[config.mk]
export PLATFORM = sky130hd
export DESIGN_NAME = keys_to_mouse_motion_ramp
export DESIGN_NICKNAME = d
export VERILOG_FILES = /design/src/sv/kmr_pkg.sv /design/src/sv/kmr_ramp.sv /design/src/sv/keys_to_mouse_motion_ramp.sv
export SDC_FILE = /design/constraint.sdc
export NUM_CORES = 1
export LEC_CHECK = 0
export ABC_AREA = 0
export BUFFER_PORTS_ARGS = -buffer_cell sky130_fd_sc_hd__buf_4
export CORE_ASPECT_RATIO = 1.25
export CORE_MARGIN = 10
export CORE_UTILIZATION = 40
export CTS_CLUSTER_SIZE = 12
export DETAILED_ROUTE_END_ITERATION = 8
export PLACE_DENSITY = 0.53
export SYNTH_ARGS = -nofsm -noshare
export SYNTH_HDL_FRONTEND = slang
export SYNTH_HIERARCHICAL = 1
export SYNTH_SLANG_ARGS = --single-unit
[constraint.sdc]
create_clock -name clk -period 17 [get_ports clk]
set_input_delay 2.55 -clock clk [delete_from_list [all_inputs] [get_ports clk]]
set_output_delay 2.55 -clock clk [all_outputs]
set_load 0.005 [all_outputs]
[src/sv/kmr_pkg.sv]
// Package for the keys-to-mouse motion ramp.
// Widths, register map and the speed-to-units helper; no dependencies.
package kmr_pkg;

  localparam int CFG_W   = 12;  // every config register
  localparam int SPEED_W = 13;  // signed Q8.4 speed
  localparam int MOVE_W  = 9;   // signed whole units
  localparam int ADDR_W  = 5;   // eight 32-bit registers
  localparam int IN_W    = 16;  // 12 field bits, padded to bytes
  localparam int OUT_W   = 40;  // 35 field bits, padded to bytes

  typedef enum logic [2:0] {
    REG_ACCEL        = 3'd0,
    REG_MAX_SPEED    = 3'd1,
    REG_BRAKE        = 3'd2,
    REG_BRAKE_SINGLE = 3'd3,
    REG_WHEEL_ACCEL  = 3'd4,
    REG_WHEEL_MAX    = 3'd5,
    REG_WHEEL_BRAKE  = 3'd6,
    REG_EXIT_HOLD    = 3'd7
  } reg_idx_t;

  localparam logic [CFG_W-1:0] ACCEL_RST        = 12'd16;
  localparam logic [CFG_W-1:0] MAX_SPEED_RST    = 12'd240;
  localparam logic [CFG_W-1:0] BRAKE_RST        = 12'd16;
  localparam logic [CFG_W-1:0] BRAKE_SINGLE_RST = 12'd16;
  localparam logic [CFG_W-1:0] WHEEL_ACCEL_RST  = 12'd48;
  localparam logic [CFG_W-1:0] WHEEL_MAX_RST    = 12'd400;
  localparam logic [CFG_W-1:0] WHEEL_BRAKE_RST  = 12'd48;
  localparam logic [CFG_W-1:0] EXIT_HOLD_RST    = 12'd500;

  // Q8.4 speed to whole units, truncated toward zero.
  function automatic logic signed [MOVE_W-1:0] to_units(input logic signed [SPEED_W-1:0] v);
    logic signed [SPEED_W-1:0] t;
    t = v[SPEED_W-1] ? v + 13'sd15 : v;
    return t[SPEED_W-1:4];
  endfunction

endpackage

[src/sv/kmr_ramp.sv]
// One speed axis: accelerate per key, clamp to the limit, brake when idle.
// Depends on kmr_pkg.
module kmr_ramp (
  input  logic signed [kmr_pkg::SPEED_W-1:0] speed,
  input  logic                               key_pos,
  input  logic                               key_neg,
  input  logic        [kmr_pkg::CFG_W-1:0]   accel,
  input  logic        [kmr_pkg::CFG_W-1:0]   limit,
  input  logic        [kmr_pkg::CFG_W-1:0]   brake,
  output logic signed [kmr_pkg::SPEED_W-1:0] speed_next
);

  // two bits of headroom: speed +- accel reaches +-8190
  logic signed [kmr_pkg::SPEED_W+1:0] v0, v1, v2, v3, a, m, b;

  always_comb begin
    a  = $signed({3'b000, accel});
    m  = $signed({3'b000, limit});
    b  = $signed({3'b000, brake});
    v0 = {{2{speed[kmr_pkg::SPEED_W-1]}}, speed};

    // positive direction first, then negative
    v1 = v0;
    if (key_pos) begin
      if (v1 < m) v1 = v1 + a;
      if (v1 > m) v1 = m;
    end
    v2 = v1;
    if (key_neg) begin
      if (v2 > -m) v2 = v2 - a;
      if (v2 < -m) v2 = -m;
    end

    v3 = v2;
    if (!key_pos && !key_neg) begin
      if (v2 > b)       v3 = v2 - b;
      else if (v2 < -b) v3 = v2 + b;
      else              v3 = '0;
    end

    speed_next = v3[kmr_pkg::SPEED_W-1:0];
  end

endmodule

[src/sv/keys_to_mouse_motion_ramp.sv]
// Top level of the keys-to-mouse motion ramp: APB register file, tick state
// and output register. Depends on kmr_pkg and kmr_ramp.
//
// Usage
//   s_* carries one item per timer tick: the sampled key states. m_* returns
//   exactly one item per input item: pointer x/y and wheel moves in whole
//   units, button press/release edges, the active flag and the exit flag.
//   The APB port holds eight 12-bit registers at byte addresses 4*i; write
//   them only while no item is in flight.
// Timing and throughput
//   The whole tick update (ramp, clamp, brake, edge and chord logic) is one
//   combinational pass from the accepted item and the state registers into
//   the result register: valid next cycle, one item per cycle unless stalled.
// Reset
//   rst (synchronous) zeroes speeds and held buttons, sets the block active,
//   clears the exit chord and the halt latch, and loads register defaults.
// Stall
//   s_tready is high whenever the result register is empty or being drained
//   this cycle, so a stalled receiver holds the result and back-pressures the
//   sender after a single buffered item; nothing is dropped.
// Exit
//   Once fn+quit has been held past exit_hold_ticks the block latches halted:
//   each item then yields zero moves/events with exit_done set until reset.
module keys_to_mouse_motion_ramp (
  input  logic                        clk,
  input  logic                        rst,
  // stream in
  input  logic                        s_tvalid,
  output logic                        s_tready,
  // [3:0] move_keys, [5:4] wheel_keys, [8:6] button_keys, [9] fn_key,
  // [10] quit_key, [11] toggle_key, [15:12] zero
  input  logic [kmr_pkg::IN_W-1:0]    s_tdata,
  // stream out
  output logic                        m_tvalid,
  input  logic                        m_tready,
  // [8:0] move_x, [17:9] move_y, [26:18] wheel_move, [29:27] press_events,
  // [32:30] release_events, [33] is_active, [34] exit_done, [39:35] zero
  output logic [kmr_pkg::OUT_W-1:0]   m_tdata,
  // APB configuration
  input  logic                        psel,
  input  logic                        penable,
  input  logic                        pwrite,
  input  logic [kmr_pkg::ADDR_W-1:0]  paddr,
  input  logic [31:0]                 pwdata,
  output logic [31:0]                 prdata,
  output logic                        pready
);

  localparam int CW = kmr_pkg::CFG_W;
  localparam int SW = kmr_pkg::SPEED_W;

  // ---------------- configuration registers ----------------
  logic [CW-1:0] accel, max_speed, brake, brake_single;
  logic [CW-1:0] wheel_accel, wheel_max, wheel_brake, exit_hold_ticks;
  kmr_pkg::reg_idx_t reg_sel;
  logic              cfg_wr;

  assign pready  = 1'b1;
  assign reg_sel = kmr_pkg::reg_idx_t'(paddr[4:2]);
  assign cfg_wr  = psel && penable && pwrite && pready;

  always_ff @(posedge clk) begin
    if (rst) begin
      accel           <= kmr_pkg::ACCEL_RST;
      max_speed       <= kmr_pkg::MAX_SPEED_RST;
      brake           <= kmr_pkg::BRAKE_RST;
      brake_single    <= kmr_pkg::BRAKE_SINGLE_RST;
      wheel_accel     <= kmr_pkg::WHEEL_ACCEL_RST;
      wheel_max       <= kmr_pkg::WHEEL_MAX_RST;
      wheel_brake     <= kmr_pkg::WHEEL_BRAKE_RST;
      exit_hold_ticks <= kmr_pkg::EXIT_HOLD_RST;
    end else if (cfg_wr) begin
      case (reg_sel)
        kmr_pkg::REG_ACCEL:        accel           <= pwdata[CW-1:0];
        kmr_pkg::REG_MAX_SPEED:    max_speed       <= pwdata[CW-1:0];
        kmr_pkg::REG_BRAKE:        brake           <= pwdata[CW-1:0];
        kmr_pkg::REG_BRAKE_SINGLE: brake_single    <= pwdata[CW-1:0];
        kmr_pkg::REG_WHEEL_ACCEL:  wheel_accel     <= pwdata[CW-1:0];
        kmr_pkg::REG_WHEEL_MAX:    wheel_max       <= pwdata[CW-1:0];
        kmr_pkg::REG_WHEEL_BRAKE:  wheel_brake     <= pwdata[CW-1:0];
        kmr_pkg::REG_EXIT_HOLD:    exit_hold_ticks <= pwdata[CW-1:0];
        default: ;
      endcase
    end
  end

  always_comb begin
    case (reg_sel)
      kmr_pkg::REG_ACCEL:        prdata = {20'd0, accel};
      kmr_pkg::REG_MAX_SPEED:    prdata = {20'd0, max_speed};
      kmr_pkg::REG_BRAKE:        prdata = {20'd0, brake};
      kmr_pkg::REG_BRAKE_SINGLE: prdata = {20'd0, brake_single};
      kmr_pkg::REG_WHEEL_ACCEL:  prdata = {20'd0, wheel_accel};
      kmr_pkg::REG_WHEEL_MAX:    prdata = {20'd0, wheel_max};
      kmr_pkg::REG_WHEEL_BRAKE:  prdata = {20'd0, wheel_brake};
      kmr_pkg::REG_EXIT_HOLD:    prdata = {20'd0, exit_hold_ticks};
      default:                   prdata = '0;
    endcase
  end

  // ---------------- input fields ----------------
  logic [3:0] move_keys;
  logic [1:0] wheel_keys;
  logic [2:0] button_keys;
  logic       fn_key, quit_key, toggle_key;

  assign move_keys   = s_tdata[3:0];
  assign wheel_keys  = s_tdata[5:4];
  assign button_keys = s_tdata[8:6];
  assign fn_key      = s_tdata[9];
  assign quit_key    = s_tdata[10];
  assign toggle_key  = s_tdata[11];

  // ---------------- tick state ----------------
  logic signed [SW-1:0] x_speed, y_speed, wheel_speed;
  logic [2:0]           buttons_held;
  logic                 active_flag, toggle_seen, exit_holding, halted;
  logic [SW-1:0]        hold_count;

  logic signed [SW-1:0] x_speed_next, y_speed_next, wheel_speed_next;
  logic [2:0]           buttons_held_next;
  logic                 active_flag_next, toggle_seen_next, exit_holding_next, halted_next;
  logic [SW-1:0]        hold_count_next;

  logic signed [SW-1:0] x_ramp, y_ramp, w_ramp;
  logic                 moved_x, moved_y;
  logic [CW-1:0]        x_brake, y_brake;

  logic [kmr_pkg::OUT_W-1:0] result;
  logic                      accept;

  assign moved_x = move_keys[2] | move_keys[3];
  assign moved_y = move_keys[0] | move_keys[1];
  // idle pointer axis uses brake_single while the other axis moves
  assign x_brake = moved_y ? brake_single : brake;
  assign y_brake = moved_x ? brake_single : brake;

  kmr_ramp u_ramp_x (
    .speed(x_speed), .key_pos(move_keys[2]), .key_neg(move_keys[3]),
    .accel(accel), .limit(max_speed), .brake(x_brake), .speed_next(x_ramp)
  );

  kmr_ramp u_ramp_y (
    .speed(y_speed), .key_pos(move_keys[0]), .key_neg(move_keys[1]),
    .accel(accel), .limit(max_speed), .brake(y_brake), .speed_next(y_ramp)
  );

  kmr_ramp u_ramp_w (
    .speed(wheel_speed), .key_pos(wheel_keys[0]), .key_neg(wheel_keys[1]),
    .accel(wheel_accel), .limit(wheel_max), .brake(wheel_brake), .speed_next(w_ramp)
  );

  always_comb begin
    x_speed_next      = x_speed;
    y_speed_next      = y_speed;
    wheel_speed_next  = wheel_speed;
    buttons_held_next = buttons_held;
    active_flag_next  = active_flag;
    toggle_seen_next  = toggle_seen;
    exit_holding_next = exit_holding;
    hold_count_next   = hold_count;
    halted_next       = halted;
    result            = '0;

    // exit chord
    if (!halted) begin
      if (fn_key && quit_key) begin
        if (!exit_holding) begin
          exit_holding_next = 1'b1;
          hold_count_next   = '0;
        end else begin
          if (hold_count != {SW{1'b1}}) hold_count_next = hold_count + 1'b1;
          if (hold_count_next > {1'b0, exit_hold_ticks}) halted_next = 1'b1;
        end
      end else begin
        exit_holding_next = 1'b0;
      end
    end

    if (!halted_next) begin
      // activate chord, edge only
      if (fn_key && toggle_key) begin
        if (!toggle_seen) begin
          active_flag_next = !active_flag;
          toggle_seen_next = 1'b1;
        end
      end else begin
        toggle_seen_next = 1'b0;
      end

      if (active_flag_next) begin
        x_speed_next      = x_ramp;
        y_speed_next      = y_ramp;
        wheel_speed_next  = w_ramp;
        buttons_held_next = button_keys;
        result[8:0]   = kmr_pkg::to_units(x_ramp);
        result[17:9]  = kmr_pkg::to_units(y_ramp);
        result[26:18] = kmr_pkg::to_units(w_ramp);
        result[29:27] = button_keys & ~buttons_held;
        result[32:30] = buttons_held & ~button_keys;
      end
    end

    result[33] = active_flag_next;
    result[34] = halted_next;
  end

  // ---------------- handshake and result register ----------------
  assign s_tready = !m_tvalid || m_tready;
  assign accept   = s_tvalid && s_tready;

  always_ff @(posedge clk) begin
    if (rst) begin
      x_speed      <= '0;
      y_speed      <= '0;
      wheel_speed  <= '0;
      buttons_held <= '0;
      active_flag  <= 1'b1;
      toggle_seen  <= 1'b0;
      exit_holding <= 1'b0;
      hold_count   <= '0;
      halted       <= 1'b0;
      m_tvalid     <= 1'b0;
    end else begin
      if (accept) begin
        x_speed      <= x_speed_next;
        y_speed      <= y_speed_next;
        wheel_speed  <= wheel_speed_next;
        buttons_held <= buttons_held_next;
        active_flag  <= active_flag_next;
        toggle_seen  <= toggle_seen_next;
        exit_holding <= exit_holding_next;
        hold_count   <= hold_count_next;
        halted       <= halted_next;
        m_tvalid     <= 1'b1;
      end else if (m_tready) begin
        m_tvalid     <= 1'b0;
      end
    end
  end

  always_ff @(posedge clk) begin
    if (accept) m_tdata <= result;
  end

endmodule

==> flow_metrics.py, run 1 <==
metrics = {
    "clock_network": {
        "clk_latency_ns": 0.48,
        "root_buffer": "clkbuf_16",
        "cts_tree": "yes",
        "clock-sinks": 191,
        "htreeDepth": 4,
        "cts_buffer_depth": 2,
        "cts_made_buffers": 17,
        "clk_pin_slew_ns": 0.08,
        "postCtsSetupRepairBufs": 0,
    },
    "die": {
        "core_area_mm2": 0.0681,
        "dieArea_mm2": 0.0798,
        "die_w_um": 255,
        "boundaryPins": 135,
        "die_y_um": 313,
        "std_cell_rows": 107,
        "initial_core_util": 0.404,
    },
    "setup_path": {
        "crit_cells": 55,
        "crit_type": "flop to flop",
        "critical_path_buf_inv_count": 4,
        "rr_worst_depth": 55,
        "crit_path_start_kind": "flop",
        "slowest_delay_ns": 0.72,
        "critical_path.top_delay_family": "compound AO/OA/AOI/OAI gates",
        "worst_ep_arrival_time_ns": 16.18,
        "cp-end-kind": "flop",
        "path_max_fanout": 13,
        "cp_slowest_cell": "o32ai_1",
        "crit_required_ns": 17.22,
    },
    "routing": {
        "antenna_left": 0,
        "vias": 27100,
        "wl_per_cell_um": 22.4,
        "drcViolationCount": 0,
        "drt-initial-drc-count": 2081,
        "via_per_inst": 5.87,
        "routed_wl_mm": 104,
        "dr.pass1.iters": 6,
    },
    "cells_and_area": {
        "drive_above_1_share": 0.0950,
        "syn2layout_area_growth_pct": 8.20,
        "fin_nets": 4148,
        "fill_cells": 7097,
    },
    "pwr": {
        "p_per_area_mw_per_mm2": 235,
        "power_uw": 6980,
        "p_leak_uw": 0.0128,
        "vdd_drop_max_mv": 0.149,
    },
    "synthesis": {
        "ys.warnings.count": 6,
        "yosysMostFrequentCell": "nand2_1",
        "ys_ff_latch": 191,
        "netlist_top_cells_area": "ha_1, dfxtp_1, a21oi_1, nand2_1, nor2_1",
        "async_flop_share": 0,
        "synth_edf_count": 35,
        "yosys-top-cells-count": "nand2_1, nor2_1, ha_1",
        "synthDistinctLibCells": 145,
        "syn_inst": 3683,
        "yosys.area.top_type": "ha_1",
        "synth_flop_cell": "dfxtp_1",
        "synth_top_area_share": 0.156,
        "netlist_area_mm2": 0.0275,
        "avgSynthCellArea_um2": 7.47,
        "ys_seq_area_frac": 0.152,
    },
    "global_routing": {
        "grt-ovfl-total": 0,
        "grt_usage": 0.254,
        "grt_pass1_vias": 26000,
        "antenna_found_initial": 1,
        "grt_max_degree": 102,
        "grt_pass1_wl_mm": 157,
    },
    "job": {
        "drv_cap": 0,
    },
    "sta": {
        "setup_ws_ns": 1.04,
        "fin_hold_ws_ns": 0.480,
        "setup_tns_ns": 0,
        "fin_worst_skew_ns": 0.0144,
        "worst_pin_slew_ns": 1.12,
        "finalHoldViolations": 0,
        "rsz0062_at_grt": "no",
        "fmax_mhz": 62.6,
        "report.final.slew_viol_count": 0,
        "period_share": 0.939,
        "finalWorstPathRequiredPeriod_ns": 15.96,
        "slew_headroom": 0.252,
        "setup_viol": 0,
    },
    "place": {
        "gp_congestion": 0.955,
        "place_ws_ns": 1.15,
        "port_buffers": 82,
        "dp_hpwl_mm": 84.0,
    },
    "min_path": {
        "hold-path-cell-count": 2,
        "min_path_type": "flop to flop",
    },
    "outcome": {
        "status": "finished clean",
    },
}
[flip-flops by register name, summed over array words and instances, names as in the netlist, 3 cells and up]
signal	count
m_tdata	35
wheel_brake	12
wheel_speed	13
exit_hold_ticks	12
x_speed	13
brake	12
buttons_held	3
wheel_max	12
hold_count	13
max_speed	12
brake_single	12
y_speed	13
accel	12
wheel_accel	12
[worst register-to-register path: cells and delay by family (launching register included)]
family	cells	cell delay, ns
and+or+nand+nor	19	4.48
AOI/OAI and AO/OA	23	7.14
adders and majority gates	5	1.70
DFF	1	0.54
muxes	3	1.02
buffers and inverters	4	0.64
xor gates and xnor gates	1	0.21
[area by class of cell]
type	instances	area, um^2	share of cell area
inverter	266	998	0.0335
timing repair buffer	170	1280	0.0430
sequential	191	4170	0.140
clock buffer	18	429	0.0144
clock inverter	14	174	0.00584
tap	872	1090	0.0366
antenna	1	2.50	0.0000840
multi-input combinational	3087	21600	0.726
[per-layer routing]
metal / global-route usage / share of wire / vias up
li1: - / - / 13500
met1: 0.308 / 0.42 / 12800
met2: 0.434 / 0.48 / 731
met3: 0.0267 / 0.042 / 174
met4: 0.132 / 0.057 / 0
met5: 0 / 0 / -
[through the flow]
step / area [um^2] / std cells / utilization
after global placement: 29200 / 4586 / 0.428
after CTS: 29800 / 4618 / 0.437
after global routing: 29800 / 4619 / 0.437
after floorplan: 27600 / 3707 / -
after detailed placement: 29200 / 4586 / 0.428
final: 29800 / 4619 / 0.437
[cell usage in the layout, fill, tap and decap left out, types with 52 or more instances in the layout]
master	count
nor3_1	97
a21o_1	64
mux2i_1	109
inv_1	256
dfxtp_1	156
nand2b_1	114
a21oi_1	302
nor2_1	358
nand3_1	100
buf_4	169
o21ai_0	171
nand2_1	383
ha_1	343
xnor2_1	120
nand4_1	52
xor2_1	52
[cells by family (layout without fill, tap and decap cells)]
kind of cell,after synthesis,in the layout,synth area share
adder cells (fa/ha/maj),358,358,0.166
other,2,27,0.000273
XOR/XNOR,173,173,0.0551
multiplexers,160,160,0.0636
AO/OA/AOI/OAI,1031,1031,0.259
AND/OR/NAND/NOR,1339,1339,0.238
buffers and inverters,429,468,0.0668
flip-flops,191,191,0.152
[report_power, final]
part           internal [uW]  total (uW)  leakage (uW)  switching [uW]
Sequential               560         637       0.00161            77.5
Combinational           2240        5930        0.0109            3690
Clock                    211         416      0.000292             205
Total                   3010        6980        0.0128            3980
[repair_timing]
action / in CTS / in global routing
setup endpoints to repair: 0 / 3
gates resized for setup: 0 / 2
hold buffers: 0 / 0
[worst paths after layout]
kind | slack (ns) | start | to
min | 0.48 | toggle_seen$_SDFFE_PP0P_ | toggle_seen$_SDFFE_PP0P_
min reg2reg | 0.48 | toggle_seen$_SDFFE_PP0P_ | toggle_seen$_SDFFE_PP0P_
max | 1.04 | wheel_max[6]$_SDFFE_PP0P_ | m_tdata[23]$_SDFFCE_PP0P_
max reg2reg | 1.04 | wheel_max[6]$_SDFFE_PP0P_ | m_tdata[23]$_SDFFCE_PP0P_
Note: power is estimated with default switching activity, not from simulation.
==> inputs of run 2 (changes only) <==
PLACE_DENSITY = 0.55   (was 0.53)
clock period = 12.9 ns   (was 17 ns; I/O delays follow)
==> run 2 against run 1 <==
- critical endpoint unchanged
- cell count is 18% higher
- clock skew is 0.0042 ns higher
- global-route usage is 2.7 points higher
- highest routed layer is now met5
- first-iteration DRC count is 3.5% higher
- sequential share of layout area is 3.0 points lower
==> flow_metrics.py, run 2 (synthesis gave the netlist of run 1 again) <==
metrics = {
    "sta": {
        "setup_viol": 0,
        "report.final.slew_viol_count": 0,
        "finalWorstPathRequiredPeriod_ns": 12.60,
        "fin_worst_skew_ns": 0.0186,
        "worst_pin_slew_ns": 1.20,
        "slew_headroom": 0.200,
        "finalHoldViolations": 0,
        "fmax_mhz": 79.4,
        "period_share": 0.977,
        "rsz0062_at_grt": "yes",
    },
    "pwr": {
        "power.switching_uw": 6540,
        "clkPwrFrac": 0.045,
        "swShare": 0.483,
        "power_uw": 13600,
        "p_per_area_mw_per_mm2": 354,
        "p_int_uw": 7010,
        "vdd_drop_max_mv": 0.269,
        "p_leak_uw": 0.0173,
        "p_comb_frac": 0.895,
        "p_seq_frac": 0.060,
    },
    "die": {
        "die_w_um": 255,
        "boundaryPins": 135,
        "die_y_um": 313,
        "core_area_mm2": 0.0681,
        "std_cell_rows": 107,
        "dieArea_mm2": 0.0798,
        "initial_core_util": 0.404,
    },
    "setup_path": {
        "crit_path_start_kind": "flop",
        "path_max_fanout": 7,
        "cp-end-kind": "flop",
        "slowest_delay_ns": 0.48,
        "critical_path_buf_inv_count": 12,
        "cpMostUsedCell": "buf_4",
        "crit_required_ns": 13.16,
        "critical_path.top_delay_family": "compound AO/OA/AOI/OAI gates",
        "crit_type": "flop to flop",
        "worst_ep_arrival_time_ns": 12.86,
        "rr_startpoint": "wheel_speed[7]$_SDFFE_PP0P_",
        "cp_slowest_cell": "or4_4",
        "crit_start": "wheel_speed[7]$_SDFFE_PP0P_",
    },
    "place": {
        "placedInstanceArea_mm2": 0.0351,
        "port_buffers": 82,
        "gp_congestion": 0.988,
        "dp_hpwl_mm": 94.0,
    },
    "routing": {
        "via_per_inst": 5.71,
        "dr.pass1.iters": 6,
        "drcViolationCount": 0,
        "drt-initial-drc-count": 2153,
        "routed_wl_mm": 117,
        "wl_per_cell_um": 21.5,
        "antenna_left": 0,
        "vias": 31200,
    },
    "clock_network": {
        "htreeDepth": 4,
        "root_buffer": "clkbuf_16",
        "clk_pin_slew_ns": 0.09,
        "cts_buffer_depth": 2,
        "cts_tree": "yes",
        "cts_made_buffers": 17,
        "clock-sinks": 191,
        "clk_latency_ns": 0.52,
    },
    "cells_and_area": {
        "n_antenna_cell": 0,
        "final_common_cell": "buf_4",
        "fin_area_mm2": 0.0383,
        "final_cell_mix": "buf_4, nand2_1, nor2_1, ha_1, a21oi_1",
        "syn2layout_area_growth_pct": 39.2,
        "largest_reg_flops": 35,
        "fin_nets": 4985,
        "largest-register": "m_tdata",
        "drive_above_1_share": 0.328,
    },
    "job": {
        "drv_cap": 0,
    },
    "min_path": {
        "min_path_type": "flop to flop",
        "hold_start": "toggle_seen$_SDFFE_PP0P_",
    },
    "global_routing": {
        "grt_pass1_vias": 29900,
        "grt_usage": 0.281,
        "grt_max_degree": 125,
        "grt-ovfl-total": 0,
        "grt_pass1_wl_mm": 173,
        "antenna_found_initial": 4,
    },
    "outcome": {
        "status": "finished clean",
    },
}
[run 2: power groups by stage]
stage	sequential [uW]	combinational [uW]	clock, uW
6_report	810	12100	614
5_1_grt	815	13100	643
4_1_cts	802	11000	620
3_5_place_dp	813	10800	0
3_3_place_gp	814	10800	0
2_1_floorplan	807	5690	0
[run 2: layer usage]
layer | vias to the layer above | wire length (um) | GRT usage
li1 | 15200 | - | -
met5 | - | 56 | 0
met2 | 969 | 56100 | 0.483
met3 | 318 | 5870 | 0.0382
met1 | 14700 | 47100 | 0.325
met4 | 8 | 8170 | 0.171
[run 2: path summary, 6_finish.rpt]
path	endpoint	slack, ns	depth (start not counted)
hold / removal	toggle_seen$_SDFFE_PP0P_	0.47	2
hold reg to reg	toggle_seen$_SDFFE_PP0P_	0.47	2
setup / recovery	m_tdata[23]$_SDFFCE_PP0P_	0.30	63
setup reg to reg	m_tdata[23]$_SDFFCE_PP0P_	0.30	63
[run 2: layout make-up]
cell class              count  area, um^2
flip-flops and latches    191        4240
repair buffers           1007        7800
clock inverters            15         229
clock buffers              17         425
multi-input cells        3087       23500
well taps                 872        1090
fillers                  6452       29800
inverters                 266         998
[run 2: per-stage QoR]
step            util  setup TNS, ns  setup WS, ns  instances  hold WS, ns
2_1_floorplan      -      -0.000602     -0.000602       3707        0.445
3_3_place_gp   0.515          -9.47        -0.747       5361        0.460
3_5_place_dp   0.515         -10.94        -0.775       5361        0.461
4_1_cts        0.531      -0.000179     -0.000179       5408        0.474
5_1_grt        0.562          -2.30        -0.188       5455        0.497
6_report       0.562              0         0.300       5455        0.474
[run 2: worst min-delay path, delay by kind of cell, from the launching register on]
kind | cells | cell delay [ns]
flops | 1 | 0.31
compound gates | 2 | 0.12
[run 2: what timing repair did]
item / 4_1_cts / 5_1_grt
resized for setup: 77 / 389
pin swaps: 35 / 159
setup buffers: 16 / 49
gates cloned: 0 / 2
endpoints found under the setup margin: 28 / 59
hold buffers: 0 / 0
